`src/hw/rtl/rtt_pkg.sv`:
```
// ----------------------------------------------------------------------------
// rtt_pkg: reaction time tester shared types
// Item and result layouts, operation, status and register codes.
// ----------------------------------------------------------------------------
package rtt_pkg;

	// operation codes of an input item
	localparam logic [1:0] OP_TICK  = 2'd0;
	localparam logic [1:0] OP_START = 2'd1;
	localparam logic [1:0] OP_READ  = 2'd2;

	// measurement status
	localparam logic [1:0] ST_NONE    = 2'd0;
	localparam logic [1:0] ST_OK      = 2'd1;
	localparam logic [1:0] ST_FALSE   = 2'd2;
	localparam logic [1:0] ST_TIMEOUT = 2'd3;

	// configuration register indexes
	localparam logic [2:0] REG_MIN_WAIT  = 3'd0;
	localparam logic [2:0] REG_WAIT_SPAN = 3'd1;
	localparam logic [2:0] REG_TIMEOUT   = 3'd2;
	localparam logic [2:0] REG_DEBOUNCE  = 3'd3;
	localparam logic [2:0] REG_SETTLE    = 3'd4;

	// register reset values
	localparam logic [15:0] MIN_WAIT_RST  = 16'd1000;
	localparam logic [15:0] WAIT_SPAN_RST = 16'd2000;
	localparam logic [15:0] TIMEOUT_RST   = 16'd3000;
	localparam logic [7:0]  DEBOUNCE_RST  = 8'd20;
	localparam logic [9:0]  SETTLE_RST    = 10'd100;

	typedef struct packed {
		logic [1:0]  op;
		logic        button_down;
		logic [15:0] wait_offset;
		logic [3:0]  history_index;
	} req_t;

	typedef struct packed {
		logic        led_on;
		logic        busy_res;
		logic [1:0]  status;
		logic [15:0] reaction_ms;
		logic [4:0]  history_count;
		logic [15:0] history_value;
	} rsp_t;

endpackage

```
`src/hw/rtl/reaction_time_tester_top.sv`:
```
// ----------------------------------------------------------------------------
// reaction_time_tester_top: millisecond-tick reaction timer
// Runs one measurement per start transaction, reports status and reaction
// time, and keeps a history of ok results that drops its oldest entry.
// ----------------------------------------------------------------------------
// channel   direction  handshake            payload
// req       in         req_valid/req_stall  req_t (op, button, offset, index)
// rsp       out        rsp_valid/rsp_stall  rsp_t (led, busy, status, history)
// cfg       in         cfg_we               cfg_index, cfg_data
//
// One transaction per cycle unless req_stall is high; an accepted transaction is
// held in the input register, which feeds the result register and the history read.
// The state update and the history address are both done in the input stage.
// arst_n clears control state and loads the register defaults.
// rsp_stall holds the result register; req_stall rises only when the input
// stage holds a transaction that cannot move into a full, stalled result.
// ----------------------------------------------------------------------------
module reaction_time_tester_top
	import rtt_pkg::*;
#(
	parameter int HISTORY_DEPTH = 16
) (
	input  logic        clk,
	input  logic        arst_n,
	input  logic        req_valid,
	output logic        req_stall,
	input  req_t        req,
	output logic        rsp_valid,
	input  logic        rsp_stall,
	output rsp_t        rsp,
	input  logic        cfg_we,
	input  logic [2:0]  cfg_index,
	input  logic [15:0] cfg_data
);

	localparam int AW = (HISTORY_DEPTH > 1) ? $clog2(HISTORY_DEPTH) : 1;
	localparam int FW = $clog2(HISTORY_DEPTH + 1);
	localparam int SW = ((AW > 4) ? AW : 4) + 1;

	localparam logic [2:0] PH_IDLE    = 3'd0;
	localparam logic [2:0] PH_RELEASE = 3'd1;
	localparam logic [2:0] PH_SETTLE  = 3'd2;
	localparam logic [2:0] PH_WAIT    = 3'd3;
	localparam logic [2:0] PH_LED     = 3'd4;

	// configuration
	logic [15:0] min_wait_q, wait_span_q, timeout_q;
	logic [7:0]  debounce_q;
	logic [9:0]  settle_q;

	// measurement state
	logic [2:0]  phase_q, phase_d;
	logic [15:0] timer_q, timer_d;
	logic [15:0] target_q, target_d;
	logic [7:0]  sle_q, sle_d;
	logic        bprev_q, bprev_d;
	logic [FW-1:0] fill_q, fill_d;
	logic [AW-1:0] head_q, head_d;

	// pipeline
	logic        valid_s1;
	req_t        item_s1;
	logic        advance;
	logic        rsp_valid_q;
	rsp_t        rsp_q;
	logic        hit_q;
	logic [15:0] rd_q;
	logic [15:0] hist_mem [HISTORY_DEPTH];

	// combinational results
	logic [1:0]  status_d;
	logic [15:0] reaction_d;
	logic        push;
	logic        hit_d;
	logic [AW-1:0] wr_addr, rd_addr;
	logic [SW-1:0] wr_sum, rd_sum;
	logic [7:0]  sle_inc;
	logic        accepted;
	logic [16:0] tnext;
	logic [15:0] span, off;
	logic [16:0] wsum;
	logic [15:0] new_target;

	assign advance   = valid_s1 && (!rsp_valid_q || !rsp_stall);
	assign req_stall = valid_s1 && !advance;

	always_ff @(posedge clk or negedge arst_n) begin
		if (!arst_n) begin
			min_wait_q  <= MIN_WAIT_RST;
			wait_span_q <= WAIT_SPAN_RST;
			timeout_q   <= TIMEOUT_RST;
			debounce_q  <= DEBOUNCE_RST;
			settle_q    <= SETTLE_RST;
		end else if (cfg_we) begin
			unique case (cfg_index)
				REG_MIN_WAIT:  min_wait_q  <= cfg_data;
				REG_WAIT_SPAN: wait_span_q <= cfg_data;
				REG_TIMEOUT:   timeout_q   <= cfg_data;
				REG_DEBOUNCE:  debounce_q  <= cfg_data[7:0];
				REG_SETTLE:    settle_q    <= cfg_data[9:0];
				default: ;
			endcase
		end
	end

	// wait length for a start: offset saturates below the span, sum at 16 bits
	always_comb begin
		span = (wait_span_q == 16'd0) ? 16'd1 : wait_span_q;
		off  = (item_s1.wait_offset >= span) ? span - 16'd1 : item_s1.wait_offset;
		wsum = {1'b0, min_wait_q} + {1'b0, off};
		new_target = wsum[16] ? 16'hFFFF : wsum[15:0];
	end

	// history addresses: one compare and subtract wraps the ring
	always_comb begin
		wr_sum = SW'(head_q) + SW'(fill_q);
		if (wr_sum >= SW'(HISTORY_DEPTH))
			wr_sum = wr_sum - SW'(HISTORY_DEPTH);
		rd_sum = SW'(head_q) + SW'(item_s1.history_index);
		if (rd_sum >= SW'(HISTORY_DEPTH))
			rd_sum = rd_sum - SW'(HISTORY_DEPTH);
		wr_addr = (fill_q == FW'(HISTORY_DEPTH)) ? head_q : wr_sum[AW-1:0];
		rd_addr = rd_sum[AW-1:0];
	end

	always_comb begin
		phase_d    = phase_q;
		timer_d    = timer_q;
		target_d   = target_q;
		sle_d      = sle_q;
		bprev_d    = bprev_q;
		fill_d     = fill_q;
		head_d     = head_q;
		status_d   = ST_NONE;
		reaction_d = 16'd0;
		push       = 1'b0;
		hit_d      = 1'b0;
		sle_inc    = (sle_q == 8'hFF) ? sle_q : sle_q + 8'd1;
		accepted   = 1'b0;
		tnext      = {1'b0, timer_q} + 17'd1;

		unique case (item_s1.op)
			OP_TICK: begin
				accepted = item_s1.button_down && !bprev_q && sle_inc >= debounce_q &&
					(phase_q == PH_WAIT || phase_q == PH_LED);
				sle_d   = accepted ? 8'd0 : sle_inc;
				bprev_d = item_s1.button_down;
				unique case (phase_q)
					PH_RELEASE: begin
						if (item_s1.button_down) begin
							if (timer_q >= timeout_q) begin
								status_d = ST_FALSE;
								phase_d  = PH_IDLE;
								timer_d  = 16'd0;
							end else begin
								timer_d = tnext[15:0];
							end
						end else begin
							timer_d = 16'd0;
							if (settle_q != 10'd0)
								phase_d = PH_SETTLE;
							else
								phase_d = (target_q == 16'd0) ? PH_LED : PH_WAIT;
						end
					end
					PH_SETTLE: begin
						if (tnext >= 17'(settle_q)) begin
							timer_d = 16'd0;
							phase_d = (target_q == 16'd0) ? PH_LED : PH_WAIT;
						end else begin
							timer_d = tnext[15:0];
						end
					end
					PH_WAIT: begin
						if (item_s1.button_down) begin
							status_d = ST_FALSE;
							phase_d  = PH_IDLE;
							timer_d  = 16'd0;
						end else if (tnext >= {1'b0, target_q}) begin
							phase_d = PH_LED;
							timer_d = 16'd0;
						end else begin
							timer_d = tnext[15:0];
						end
					end
					PH_LED: begin
						if (accepted) begin
							reaction_d = tnext[16] ? 16'hFFFF : tnext[15:0];
							status_d   = ST_OK;
							push       = 1'b1;
							phase_d    = PH_IDLE;
							timer_d    = 16'd0;
							// full ring: overwrite the oldest and advance past it
							if (fill_q == FW'(HISTORY_DEPTH))
								head_d = (head_q == AW'(HISTORY_DEPTH - 1)) ?
									'0 : head_q + AW'(1);
							else
								fill_d = fill_q + FW'(1);
						end else if (tnext > {1'b0, timeout_q}) begin
							status_d = ST_TIMEOUT;
							phase_d  = PH_IDLE;
							timer_d  = 16'd0;
						end else begin
							timer_d = tnext[15:0];
						end
					end
					default: ;
				endcase
			end
			OP_START: begin
				if (phase_q == PH_IDLE) begin
					target_d = new_target;
					timer_d  = 16'd0;
					if (bprev_q)
						phase_d = PH_RELEASE;
					else
						phase_d = (new_target == 16'd0) ? PH_LED : PH_WAIT;
				end
			end
			OP_READ: hit_d = SW'(item_s1.history_index) < SW'(fill_q);
			default: ;
		endcase
	end

	always_ff @(posedge clk or negedge arst_n) begin
		if (!arst_n) begin
			valid_s1    <= 1'b0;
			rsp_valid_q <= 1'b0;
			phase_q     <= PH_IDLE;
			timer_q     <= 16'd0;
			target_q    <= 16'd0;
			sle_q       <= 8'hFF;
			bprev_q     <= 1'b0;
			fill_q      <= '0;
			head_q      <= '0;
			hit_q       <= 1'b0;
		end else begin
			if (!req_stall)
				valid_s1 <= req_valid;
			if (advance) begin
				rsp_valid_q <= 1'b1;
				phase_q     <= phase_d;
				timer_q     <= timer_d;
				target_q    <= target_d;
				sle_q       <= sle_d;
				bprev_q     <= bprev_d;
				fill_q      <= fill_d;
				head_q      <= head_d;
				hit_q       <= hit_d;
			end else if (!rsp_stall) begin
				rsp_valid_q <= 1'b0;
			end
		end
	end

	always_ff @(posedge clk) begin
		if (req_valid && !req_stall)
			item_s1 <= req;
		if (advance) begin
			rsp_q.led_on        <= (phase_d == PH_LED);
			rsp_q.busy_res      <= (phase_d != PH_IDLE);
			rsp_q.status        <= status_d;
			rsp_q.reaction_ms   <= reaction_d;
			rsp_q.history_count <= 5'(fill_d);
			rsp_q.history_value <= 16'd0;
		end
	end

	// history ring: write on an ok result, registered read for read transactions
	always_ff @(posedge clk) begin
		if (advance && push)
			hist_mem[wr_addr] <= reaction_d;
		if (advance)
			rd_q <= hist_mem[rd_addr];
	end

	assign rsp_valid = rsp_valid_q;
	always_comb begin
		rsp = rsp_q;
		rsp.history_value = hit_q ? rd_q : 16'd0;
	end

`ifndef NO_ASSERTIONS
	a_fill_bound: assert property (@(posedge clk) disable iff (!arst_n)
		fill_q <= FW'(HISTORY_DEPTH))
		else $error("history fill beyond depth");

	a_head_zero: assert property (@(posedge clk) disable iff (!arst_n)
		fill_q != FW'(HISTORY_DEPTH) |-> head_q == '0)
		else $error("history head moved before the ring filled");

	a_ok_ends: assert property (@(posedge clk) disable iff (!arst_n)
		rsp_valid_q && rsp_q.status == ST_OK |->
			!rsp_q.busy_res && !rsp_q.led_on && rsp_q.reaction_ms != 16'd0)
		else $error("ok result without a finished measurement");

	a_s1_hold: assert property (@(posedge clk) disable iff (!arst_n)
		valid_s1 && !advance |=> valid_s1 && $stable(item_s1))
		else $error("input stage lost a held transaction");
`endif

endmodule
```
`config.mk`:
```
export PLATFORM = sky130hd
export DESIGN_NAME = reaction_time_tester_top
export DESIGN_NICKNAME = d
export VERILOG_FILES = /design/src/hw/rtl/rtt_pkg.sv /design/src/hw/rtl/reaction_time_tester_top.sv
export SDC_FILE = /design/constraint.sdc
export NUM_CORES = 1
export LEC_CHECK = 0
export BUFFER_PORTS_ARGS = -buffer_cell sky130_fd_sc_hd__buf_2
export CORE_MARGIN = 1.5
export CORE_UTILIZATION = 32
export CTS_BUF_LIST = sky130_fd_sc_hd__clkbuf_4 sky130_fd_sc_hd__clkbuf_8
export CTS_CLUSTER_SIZE = 12
export DETAILED_ROUTE_END_ITERATION = 16
export REMOVE_ABC_BUFFERS = 1
export SLEW_MARGIN = 10
export SYNTH_ARGS = -nofsm -noshare
export SYNTH_HDL_FRONTEND = slang
export SYNTH_SLANG_ARGS = --single-unit
```
`constraint.sdc`:
```
create_clock -name clk -period 7.4 [get_ports clk]
set_input_delay 0.74 -clock clk [delete_from_list [all_inputs] [get_ports clk]]
set_output_delay 0.74 -clock clk [all_outputs]
set_load 0.01 [all_outputs]
```
-- After elaboration in Yosys (flattened, before gate mapping)
Memories as Yosys holds them, arrays and structs flattened. A register that Yosys moved wholly into a read port is not among the register bits.
Cells that the tools add are included.
- logic and storage cells: 149
- output and inout port bits: 43
- register bits after elaboration: 170
- input port bits: 47
- memories: 1
- memory bits (writable): 256
- equal/unequal tests: 17
- multiplexer cells: 56
- reduce and logical (&&, ||, !) cells: 32
- $lt $le $gt $ge: 9
- $add $sub $neg: 10
- memories (memory ; depth ; width ; rd ports ; clocked after Yosys merged registers in ; write ports ; RTL line ; source):
    hist_mem ; 16 ; 16 ; 1 ; 1 ; 1 ; reaction_time_tester_top.sv:68 ; logic [15:0] hist_mem [HISTORY_DEPTH];
- operators with widths (cell ; count):
    $mux W16 ; 16
    $pmux W16 S4 ; 1
    $logic_not A16 Y1 ; 3
    $mux W3 ; 12
    $ge A16 B16 Y1 ; 2
    $pmux W16 S2 ; 1
    $mux W5 ; 4
    $add A16 B1 Y17 const B ; 1
    $add A16 B16 Y17 ; 1
    $ge A17 B10 Y1 ; 1
    $ge A17 B16 Y1 ; 1
    $gt A17 B16 Y1 ; 1
    $mux W4 ; 4
    $mux W8 ; 2
    $sub A16 B1 Y16 const B ; 1
    $eq A3 B2 Y1 const B ; 4
    $pmux W3 S4 ; 1
    $reduce_and A2 Y1 ; 6
    $ge A5 B5 Y1 const B ; 2
    $mux W2 ; 5
    $reduce_bool A10 Y1 ; 1
    $eq A3 B3 Y1 const B ; 3
    $add A8 B1 Y8 const B ; 1
    $eq A8 B8 Y1 const B ; 1
    28 further kinds ; 49

-- Depth between registers and ports, before layout
Gate-level depths: netlist (run 1).
- depth after elaboration: 12
- mapped depth: 29
- gate-level depth less buffers: 28

-- Worst setup path before layout (run 1)
Ideal clock, no wire load.
- kind: reg2reg
- from: register wait_span_q[2]
- to: register rsp_q, in the netlist rsp[40], data pin
- slack: 746 ps
- library setup time: 175 ps
- arrival time: 6479 ps
- data required time: 7225 ps
- stages on the path, launching flop included: 30
- cells stage by stage: dfrtp_1 > or4_1 > nor4_1 > nand2_1 > nor3_1 > a31oi_1 > inv_1 > ha_1 > nand2b_1 > a21o_1 > a21o_1 > a211oi_1 > o21ai_1 > a31oi_1 > o21ai_1 > a221oi_4 > buf_4 > mux2i_1 > ha_1 > inv_1 > fa_1 > nand2b_1 > a211oi_4 > nor4_1 > nand4b_1 > nor4b_1 > and4b_1 > nand4_1 > o221a_2 > nor4bb_1
- longest elaborated chain between the ends: 12
- elaborated cells between the ends (all ways): 13
- classes of those cells: 2 x add/sub; 1 x order compare; 1 x eq/ne; 7 x mux; 2 x reduce/logical
- ends and longest elaborated chain (what ; RTL line ; source):
    start, declared ; reaction_time_tester_top.sv:47 ; logic [15:0] min_wait_q, wait_span_q, timeout_q;
    start signal, assigned ; reaction_time_tester_top.sv:97 ; REG_WAIT_SPAN: wait_span_q <= cfg_data;
    $logic_not A16 Y1 ; reaction_time_tester_top.sv:108 ; span = (wait_span_q == 16'd0) ? 16'd1 : wait_span_q;
    $mux W16 * ; reaction_time_tester_top.sv:108 ;
    $sub A16 B1 Y16 or $ge A16 B16 Y1 (tied branches) ; reaction_time_tester_top.sv:109 ; off = (item_s1.wait_offset >= span) ? span - 16'd1 : item_s1.wait_offset;
    $mux W16 * ; reaction_time_tester_top.sv:109 ;
    $add A16 B16 Y17 * ; reaction_time_tester_top.sv:110 ; wsum = {1'b0, min_wait_q} + {1'b0, off};
    $mux W16 * ; reaction_time_tester_top.sv:111 ; new_target = wsum[16] ? 16'hFFFF : wsum[15:0];
    $logic_not A16 Y1 * ; reaction_time_tester_top.sv:217 ; phase_d = (new_target == 16'd0) ? PH_LED : PH_WAIT;
    $mux W3 * ; reaction_time_tester_top.sv:217 ;
    $mux W3 * ; reaction_time_tester_top.sv:214 ; if (bprev_q)
    $mux W3 * ; reaction_time_tester_top.sv:211 ; if (phase_q == PH_IDLE) begin
    $pmux W3 S2 * ; reaction_time_tester_top.sv:142 ; unique case (item_s1.op)
    $eq A3 B3 Y1 * ; reaction_time_tester_top.sv:260 ; rsp_q.led_on <= (phase_d == PH_LED);
    end, declared ; reaction_time_tester_top.sv:65 ; rsp_t rsp_q;
Mark *: on every way between the ends. The rest lies on a longest branch, timed or not.
A chain may end at the register's enable or synchronous reset.

-- Worst setup path after layout (run 1)
Ends and elaborated chain as after synthesis.

==> flow_summary_export.csv, run 1 <==
group,metric,value,unit
floorplanning,die_x,263,um
floorplanning,coreArea,66200,um2
place,gp_congestion,0.827,
place,io_buffers,89,
grt,gr-usage-all-layers,0.148,
yosys,synth_warnings,0,
routing,wl_per_cell,18.9,um
sta,final-setup-viol-count,0,
clocking,cts-root-buf,"clkbuf_8",
clocking,clk_latency,0.65,ns
worst_setup_path,r2r_setup_slack,0.38,ns
clocking,cts_buffer_depth,3,
worst_setup_path,crit_slowest_cell,"or4_1",
clocking,clock_sinks,442,
floorplanning,die-area,68900,um2
yosys,async_reset_ff_frac,0.276,
cells_and_area,n_fill_cell,6312,
worst_setup_path,regToRegStartpoint,"wait_span_q[2]",
clocking,h-tree-depth,3,
hold_path,hold_class,"input port to async pin",
sta,worst_slew_pin_slew,1.24,ns
sta,maxSlewHeadroom,0.171,
yosys,synth_cell_types,87,
worst_setup_path,slowest_delay,0.64,ns
yosys,synth_area_leaders,"edfxtp_1 (45%), dfrtp_1 (10%), mux4_2 (6.7%), ha_1 (6.6%), dfstp_2 (3.9%)",
worst_setup_path,start_kind,"flop",
yosys,syn_area,21600,um2
power,irDropWorstVdd,0.000142,V
worst_setup_path,path_class,"flop to flop",
sta,slew_viol_final,0,
worst_setup_path,crit_end,"rsp[40]",
sta,clock_skew,0.0373,ns
clocking,cts_tree,"yes",
cells_and_area,stdcell_area,24700,um2
clocking,cts_made_buffers,78,
routing,wl,50600,um
power,powerDensity,271,nW/um2
sta,finalCriticalPeriod,7.02,ns
flow_run,cap_violations,0,
sta,period_share,0.948,
grt,grt_pass1_vias,14200,
yosys,synth_top_area_cell,"edfxtp_1",
power,leakagePower,9.63,nW
worst_setup_path,required,7.86,ns
routing,postRouteAntennaNets,0,
yosys,ys.flop_type,"edfxtp_1",
routing,drtIter0Drc,797,
worst_setup_path,startpoint,"wait_span_q[2]",
worst_setup_path,setup.worst_path.end_class,"flop",
yosys,synth_top_area_frac,0.446,
yosys,syn_avg_cell_area,13.4,um2
grt,overflow,0,
place,hpwl,33600,um
yosys,netlist_instances,1604,
status,status,"finished clean",
grt,antenna_found_initial,0,
routing,vias_per_cell,5.08,
routing,vias,13600,
worst_setup_path,crit_arrival,7.47,ns
yosys,ys_seq_area_frac,0.589,
floorplanning,start_util,0.326,
routing,firstDrtPassIters,5,
place,placed_cell_area,23200,um2
cells_and_area,drive_above_1_share,0.243,
grt,grt_max_degree,63,
cells_and_area,fin_nets,1913,
floorplanning,dieHeight,263,um
worst_setup_path,ff2ff_path_depth,30,
cells_and_area,syn2layout_area_growth,14.6,%
worst_setup_path,reg2reg_to,"rsp[40]",
routing,drc_errors,0,
yosys,ys_ff_latch,442,
floorplanning,rows,94,
cells_and_area,post-route-util,0.373,
grt,grt_pass1_wl,80100,um
worst_setup_path,crit_fanout,6,
sta,hold_viol_final,0,
sta,fmax,143,MHz
yosys,synth_edf_count,320,
clocking,clk_pin_slew,0.06,ns
floorplanning,boundaryPins,90,
cells_and_area,diodes,0,
==> cell usage in the layout, fill, tap and decap left out, drive strengths merged, types with 64 or more instances in the layout <==
master and count:
edfxtp 320, buf 124, nand2 114, ha 113, inv 111, clkbuf 107, dfrtp 90, o21ai 84
nor2 77, a21oi 74, mux4 64
==> metrics by stage <==
stage	std cells	total power [mW]	hold slack, ns	setup TNS [ns]	setup WS [ns]
after floorplan	1546	4.15	0.444	0	0.653
after global placement	2531	4.54	0.472	0	0.237
after detailed placement	2531	4.59	0.489	0	0.0524
after CTS	2670	6.75	0.172	0	0.145
after global routing	2672	7.08	0.215	-0.0261	-0.0261
final	2672	6.69	0.203	0	0.385
==> cells by family (layout without fill, tap and decap cells) <==
logic type | Yosys count | in the layout | share of synthesized area
AND/OR/NAND/NOR | 394 | 394 | 0.0962
multiplexers | 130 | 130 | 0.100
XOR/XNOR | 52 | 52 | 0.0211
flip-flops | 442 | 442 | 0.589
adder cells (fa/ha/maj) | 116 | 116 | 0.0684
buffers and inverters | 166 | 370 | 0.0302
AO/OA/AOI/OAI | 304 | 304 | 0.0946
==> repair_timing <==
item	4_1_cts	5_1_grt
hold buffers	0	0
gates resized for setup	0	6
gates cloned	0	0
pin swaps	1	2
endpoints found under the setup margin	1	5
buffers inserted	1	2
==> routing by layer <==
layer / global-route usage / wire length [um] / vias to the layer above / part of all wire
met2: 0.261 / 25500 / 298 / 0.50
met3: 0.0246 / 1670 / 112 / 0.033
met1: 0.181 / 22000 / 6811 / 0.44
met5: 0 / 0 / - / 0
met4: 0.0522 / 1460 / 0 / 0.029
li1: - / - / 6359 / -
==> registers in the layout (all words and copies together), names as in the netlist, 4 cells and up <==
register,count
hist_mem,256
rsp,25
item_s1,23
min_wait_q,16
rd_q,16
target_q,16
timeout_q,16
timer_q,16
wait_span_q,16
settle_q,10
debounce_q,8
sle_q,8
fill_q,5
head_q,4
==> final cells by class <==
type	count	area, um2	area share
Sequential cell	442	12700	0.514
Multi-Input combinational cell	996	8340	0.338
Clock buffer	107	1300	0.0525
Tap cell	864	1080	0.0438
Timing Repair Buffer	124	711	0.0288
Inverter	108	405	0.0164
Clock inverter	31	164	0.00664
==> synthesized netlist by cell type (7+ instances only) <==
cell and n:
and2_1 19, mux2_2 44, nor4_1 16, dfrtp_1 90
mux4_2 64, ha_1 113, a21oi_1 73, nor2b_1 23
inv_1 108, o31ai_2 8, nor3_1 23, o21ai_0 80
nand3_1 32, o21a_1 8, buf_2 7, and3_1 13
xnor2_1 35, nand2_1 113, mux2i_1 19, nor2_1 74
nand4_1 19, clkbuf_1 44, dfstp_2 32, a31oi_1 26
a21o_1 18, xor2_1 17, nand2b_1 17, a211oi_1 21
edfxtp_1 320
==> how the worst min path moves through the flow <==
stage / cells after the start / slack (ns) / to
finish: 1 / 0.20 / wait_span_q[2]
global route: 1 / 0.21 / item_s1[12]
CTS: 1 / 0.17 / wait_span_q[2]
detailed placement: 2 / 0.49 / sle_q[5]
global placement: 1 / 0.47 / rsp_valid
floorplan: 0 / 0.44 / bprev_q
==> power by group <==
group	internal, mW	total (mW)	switching (mW)
registers	2.85	3.03	0.177
clock network	1.14	2.13	0.993
logic	0.630	1.53	0.900
total	4.62	6.69	2.07
==> worst max-delay path: cells and delay by family (launching register included) <==
kind | cells | cell delay (ns)
XOR/XNOR | 1 | 0.18
flip-flops | 1 | 0.41
AO/OA/AOI/OAI | 12 | 2.41
adder cells (fa/ha/maj) | 3 | 0.83
AND/OR/NAND/NOR | 9 | 2.25
multiplexers | 1 | 0.24
buffers and inverters | 4 | 0.52
Note: power is estimated with default switching activity, not from simulation.
==> run 2, diff against run 1 <==
--- a/config.mk
+++ b/config.mk
@@ -5,12 +5,13 @@
 export SDC_FILE = /design/constraint.sdc
 export NUM_CORES = 1
 export LEC_CHECK = 0
-export BUFFER_PORTS_ARGS = -buffer_cell sky130_fd_sc_hd__buf_2
+export ABC_AREA = 1
 export CORE_MARGIN = 1.5
 export CORE_UTILIZATION = 32
 export CTS_BUF_LIST = sky130_fd_sc_hd__clkbuf_4 sky130_fd_sc_hd__clkbuf_8
 export CTS_CLUSTER_SIZE = 12
 export DETAILED_ROUTE_END_ITERATION = 16
+export DONT_BUFFER_PORTS = 1
 export REMOVE_ABC_BUFFERS = 1
 export SLEW_MARGIN = 10
 export SYNTH_ARGS = -nofsm -noshare
==> run 2 against run 1 <==
Compared with the run above: largest power group unchanged; highest routed layer unchanged; via count is 19% higher; area after synthesis is 3.4% higher; register-to-register slack better by 1.8 ns; largest cell class unchanged; clock power increased by 5%; non-clock buffer count shrank 96; hold slack got worse by 0.16 ns; combinational power grew 38%.
==> flow_summary_export.csv, run 2 <==
group,metric,value,unit
yosys,ys_ff_latch,442,
grt,grt_max_degree,123,
routing,wl,55800,um
clocking,clk_latency,0.68,ns
sta,rsz0062_at_grt,"false",
cells_and_area,layout_common_cells,"nand2_1 (400), nor2_1 (338), edfxtp_1 (320)",
yosys,synthXorXnorAreaFrac,0.0141,
routing,vias,16100,
yosys,synth_top_area_frac,0.431,
sta,period_share,0.699,
grt,met3_usage,0.0255,
cells_and_area,largest_register_ffs,256,
grt,overflow,0,
sta,holdWs,0.0389,ns
sta,slew_viol_final,0,
worst_setup_path,start_kind,"flop",
worst_setup_path,r2r_setup_slack,2.23,ns
clocking,clock_sinks,442,
clocking,h-tree-depth,3,
yosys,synth_cell_types,55,
sta,worst_slew_pin_slew,1.25,ns
worst_setup_path,crit_fanout,27,
cells_and_area,diodes,0,
cells_and_area,final_common_cell,"nand2_1",
power,leakagePower,10.5,nW
clocking,clk_pin_slew,0.06,ns
sta,fmax,193,MHz
clocking,cts_buffer_depth,3,
hold_path,hold_class,"input port to async pin",
cells_and_area,drive_above_1_share,0.114,
yosys,synth_adder_area_share,0.0661,
grt,grtUsageMet1,0.202,
yosys,synth_area_leaders,"edfxtp_1 (43%), dfrtp_1 (10%), nand2_1 (6.7%), ha_1 (6.3%), nor2_1 (5.7%)",
yosys,synth_top_family_by_area,"simple AND/OR/NAND/NOR gates",
worst_setup_path,required,7.81,ns
status,status,"finished clean",
grt,gr-usage-all-layers,0.157,
floorplanning,coreArea,68700,um2
floorplanning,die-area,71200,um2
power,powerDensity,297,nW/um2
sta,final-setup-viol-count,0,
worst_setup_path,setup.worst_path.end_class,"flop",
worst_setup_path,crit_slowest_cell,"inv_1",
floorplanning,start_util,0.324,
floorplanning,die_x,267,um
yosys,synthMuxAreaShare,0.00853,
place,gp_congestion,0.874,
grt,busiest_layer,"met2",
routing,wl_per_cell,17.0,um
yosys,yosys-top-cells-count,"nand2_1 (400), nor2_1 (339), edfxtp_1 (320)",
routing,drc_errors,0,
sta,tns,0,ns
clocking,cts_setup_buffers,0,
flow_run,cap_violations,0,
worst_setup_path,regToRegStartpoint,"wait_span_q[4]",
clocking,cts_tree,"yes",
worst_setup_path,crit_arrival,5.58,ns
sta,finalCriticalPeriod,5.17,ns
yosys,syn_avg_cell_area,9.78,um2
yosys,async_reset_ff_frac,0.276,
clocking,cts-root-buf,"clkbuf_8",
yosys,syn_area,22300,um2
clocking,cts_made_buffers,74,
yosys,synth_warnings,0,
floorplanning,rows,96,
worst_setup_path,startpoint,"wait_span_q[4]",
routing,firstDrtPassIters,5,
yosys,synth-compound-area-share,0.105,
worst_setup_path,slowest_delay,0.51,ns
sta,maxSlewHeadroom,0.169,
sta,clock_skew,0.0358,ns
floorplanning,boundaryPins,90,
routing,drtIter0Drc,1109,
yosys,ys.flop_type,"edfxtp_1",
yosys,yosys.area_share.simple,0.176,
routing,vias_per_cell,4.89,
grt,antenna_found_initial,0,
grt,use_met2,0.267,
cells_and_area,largest_register,"hist_mem",
sta,hold_viol_final,0,
worst_setup_path,path_common_cell,"nor2_1",
yosys,synth_top_area_cell,"edfxtp_1",
floorplanning,dieHeight,267,um
yosys,netlist_instances,2278,
yosys,ys_seq_area_frac,0.570,
power,irDropWorstVdd,0.000145,V
yosys,yosysMostFrequentCell,"nand2_1",
cells_and_area,syn2layout_area_growth,12.1,%
routing,postRouteAntennaNets,0,
place,hpwl,36800,um
grt,grt_pass1_wl,87300,um
place,io_buffers,0,
worst_setup_path,path_class,"flop to flop",
yosys,synth_edf_count,320,
cells_and_area,fin_nets,2472,
grt,grt_pass1_vias,15800,
-- run 2: cell types whose count changed after synthesis, moves of 63 or more --
cell     change
inv_1      +159
o21ai_0    +116
o32ai_1     +63
mux4_2      -64
nor2_1     +265
nand2_1    +287
-- run 2: area by class of cell --
cell class                 count  area (um2)
clock buffer                  96        1200
clock inverter                34         298
fill                        6956       43700
inverter                     282        1060
multi-input combinational   1481        8320
sequential                   442       12700
tap                          931        1160
timing repair buffer          28         230
-- run 2: logic make-up after synthesis --
group,count (synthesis)
compound gates,384
xor+xnor,36
fa+ha+maj,116
buf+inv,355
flops,442
mux,17
simple gates,928
-- run 2: final timing paths --
path,to,cells past startpoint
worst max register to register,rsp[39],30
max in group asynchronous,timer_q[0],1
worst max-delay path,rsp[39],30
min in group clk,item_s1[8],0
worst min-delay path,debounce_q[1],1
worst min register to register,settle_q[3],2
-- run 2: critical path, delay by kind of cell (launching register included) --
kind,cells,cell delay (ns)
buffers and inverters,4,0.70
adders and majority gates,2,0.51
DFF,1,0.40
and+or+nand+nor,17,2.04
AOI/OAI and AO/OA,7,1.22
-- run 2: power by group --
group / internal, mW / total (mW) / switching (mW)
clock network: 1.19 / 2.23 / 1.04
logic: 0.742 / 2.11 / 1.37
registers: 2.89 / 3.08 / 0.194
-- run 2: through the flow --
| stage | setup slack, ns | utilization | power [mW] | cells | instance area, um2 |
|---|---|---|---|---|---|
| 6_report | 2.23 | 0.364 | 7.42 | 3294 | 25000 |
| 5_1_grt | 1.74 | 0.364 | 7.90 | 3294 | 25000 |
| 4_1_cts | 2.19 | 0.363 | 7.48 | 3294 | 24900 |
| 3_5_place_dp | 2.23 | 0.341 | 5.21 | 3163 | 23400 |
| 3_3_place_gp | 2.34 | 0.341 | 5.14 | 3163 | 23400 |
| 2_1_floorplan | 2.44 | - | 4.64 | 2205 | 22000 |
-- run 2: routing by layer --
metal  up-vias  share of wire  routed length, um
li1       7826              -                  -
met1      7765           0.44              24800
met2       403           0.49              27300
met3       101          0.043               2380
met4         0          0.026               1450
met5         -              0                  0
-- run 2: timing repair --
item                                   in CTS  in global routing
hold buffers                                1                  0
gates resized for setup                     0                  0
endpoints found under the hold margin     122                  0
==> run 3, diff against run 2 <==
--- a/config.mk
+++ b/config.mk
@@ -5,7 +5,7 @@
 export SDC_FILE = /design/constraint.sdc
 export NUM_CORES = 1
 export LEC_CHECK = 0
-export ABC_AREA = 1
+export ABC_AREA = 0
 export CORE_MARGIN = 1.5
 export CORE_UTILIZATION = 32
 export CTS_BUF_LIST = sky130_fd_sc_hd__clkbuf_4 sky130_fd_sc_hd__clkbuf_8
==> constraint.sdc (replaced) <==
create_clock -name clk -period 4.96 [get_ports clk]
set_input_delay 0.496 -clock clk [delete_from_list [all_inputs] [get_ports clk]]
set_output_delay 0.496 -clock clk [all_outputs]
set_load 0.01 [all_outputs]
==> run 3 against run 2 <==
Compared with the run above: the run now ends with negative setup slack left; combinational power rose by 45%; clock skew about the same; non-clock buffer count is 192 higher; total power increased by 47%; sequential cell count unchanged; sequential power grew 47%; via count shrank 14%; first-iteration DRC count fell by 31%; register-to-register slack got worse by 3.6 ns; highest routed layer unchanged; global-route usage is 0.59 points lower; die area is 3.2% lower; hold slack better by 0.20 ns.
==> flow_summary_export.csv, run 3 (same netlist as run 1, synthesis figures left out) <==
group,metric,value,unit
worst_setup_path,crit_end,"rsp[40]",
floorplanning,die-area,68900,um2
cells_and_area,drive_above_1_share,0.281,
worst_setup_path,setup.worst_path.end_class,"flop",
power,leakagePower,10.2,nW
status,violations,"negative setup slack",
clocking,cts_made_buffers,76,
worst_setup_path,slowest_delay,0.56,ns
clocking,h-tree-depth,3,
worst_setup_path,path_class,"flop to flop",
routing,wl_per_cell,18.8,um
worst_setup_path,crit_arrival,6.79,ns
routing,drtIter0Drc,763,
place,gp_congestion,0.842,
floorplanning,coreArea,66200,um2
routing,postRouteAntennaNets,0,
cells_and_area,syn2layout_area_growth,21.6,%
hold_path,whs_path_depth,4,
worst_setup_path,start_kind,"flop",
worst_setup_path,crit_slowest_cell,"or4_4",
sta,slew_viol_final,0,
floorplanning,boundaryPins,90,
cells_and_area,largest_register_ffs,256,
sta,hold_viol_final,0,
routing,vias_per_cell,5.03,
clocking,clk_latency,0.67,ns
floorplanning,die_x,263,um
grt,gr-usage-all-layers,0.151,
clocking,clock_sinks,442,
worst_setup_path,regToRegStartpoint,"wait_span_q[4]",
sta,layout_setup_ws,-1.37,ns
place,dp_slack,-1.92,ns
sta,fmax,158,MHz
worst_setup_path,cp.depth,29,
worst_setup_path,ff2ff_path_depth,29,
worst_setup_path,required,5.42,ns
grt,grt_pass1_vias,14700,
floorplanning,rows,94,
cells_and_area,diodes,0,
place,io_buffers,0,
routing,vias,13900,
routing,firstDrtPassIters,5,
cells_and_area,fin_nets,2007,
power,p_total,10.9,mW
worst_setup_path,path_buf_inv,3,
cells_and_area,layout_common_cells,"edfxtp_1 (320), buf_4 (166), nand2_1 (109)",
sta,worst_slew_pin_slew,1.01,ns
sta,final-setup-viol-count,21,
cells_and_area,multiInputGateArea,8640,um2
sta,maxSlewHeadroom,0.328,
clocking,clk_pin_slew,0.06,ns
power,irDropWorstVdd,0.000272,V
grt,overflow,0,
worst_setup_path,crit_fanout,3,
routing,wl_met1,22700,um
status,status,"finished, violations left",
cells_and_area,n_fill_cell,6180,
cells_and_area,final_common_cell,"edfxtp_1",
sta,finalCriticalPeriod,6.33,ns
worst_setup_path,startpoint,"wait_span_q[4]",
sta,clock_skew,0.0362,ns
grt,antenna_found_initial,0,
clocking,cts_tree,"yes",
routing,met3_length,2110,um
power,powerDensity,417,nW/um2
worst_setup_path,crit_family,"simple AND/OR/NAND/NOR gates",
clocking,cts_buffer_depth,3,
routing,wl,52100,um
cells_and_area,regArea,12700,um2
routing,maxUsedRoutingLayer,"met4",
sta,period_share,1.28,
worst_setup_path,reg2reg_to,"rsp[40]",
clocking,cts-root-buf,"clkbuf_8",
flow_run,cap_violations,0,
place,hpwl,35200,um
routing,route.met2.wl,25700,um
sta,rsz0062_at_grt,"true",
cells_and_area,largest_register,"hist_mem",
hold_path,hold_class,"input port to flop",
grt,grt_max_degree,123,
worst_setup_path,r2r_setup_slack,-1.37,ns
floorplanning,dieHeight,263,um
routing,drc_errors,0,
grt,grt_pass1_wl,82100,um
floorplanning,start_util,0.326,
run 3: worst register-to-register path, delay by kind of cell, from the launching register on:
family / cells / cell delay [ns]
simple gates: 12 / 2.59
compound gates: 10 / 1.83
fa+ha+maj: 3 / 0.83
flops: 1 / 0.36
buf+inv: 3 / 0.30
mux: 1 / 0.24
run 3: layer usage:
metal  track usage  vias to the layer above
met2         0.262                      317
met3        0.0296                       99
met5             0                        -
met4        0.0530                        0
li1              -                     6550
met1         0.188                     6956
run 3: final cells by class:
class,instances,area share
Sequential cell,442,0.485
Multi-Input combinational cell,996,0.330
Timing Repair Buffer,220,0.0697
Clock buffer,103,0.0498
Tap cell,864,0.0413
Inverter,108,0.0155
Clock inverter,36,0.00926
run 3: how the worst min path moves through the flow:
| stage | start | to | slack [ns] |
|---|---|---|---|
| 3_3_place_gp | arst_n | wait_span_q[11] | 0.21 |
| 4_1_cts | cfg_index[1] | wait_span_q[10] | 0.17 |
| 6_report | cfg_index[0] | settle_q[6] | 0.24 |
| 3_5_place_dp | arst_n | wait_span_q[11] | 0.21 |
| 2_1_floorplan | arst_n | bprev_q | 0.20 |
| 5_1_grt | cfg_index[0] | settle_q[2] | 0.21 |
run 3: through the flow:
stage	std cells	area, um2	util	hold slack [ns]	TNS (ns)
detailed placement	2563	23600	0.357	0.206	-24.51
CTS	2763	26000	0.393	0.172	-18.90
global placement	2563	23600	0.357	0.206	-22.21
global route	2769	26200	0.396	0.213	-21.65
floorplan	1546	21300	-	0.200	-25.86
finish	2769	26200	0.396	0.241	-16.35
run 3: where the power goes:
part	total [mW]	internal (mW)	leakage [nW]	switching (mW)
registers	4.52	4.25	4.61	0.264
logic	3.06	1.50	4.81	1.56
clock network	3.34	1.79	0.808	1.56
total	10.9	7.54	10.2	3.38
run 3: timing repair:
item / 4_1_cts / 5_1_grt
setup endpoints to repair: 21 / 21
gates resized for setup: 50 / 27
setup buffers: 16 / 7
pin swaps: 41 / 17
cloned: 1 / 0
endpoints found under the hold margin: 213 / 0
hold buffers: 44 / 0
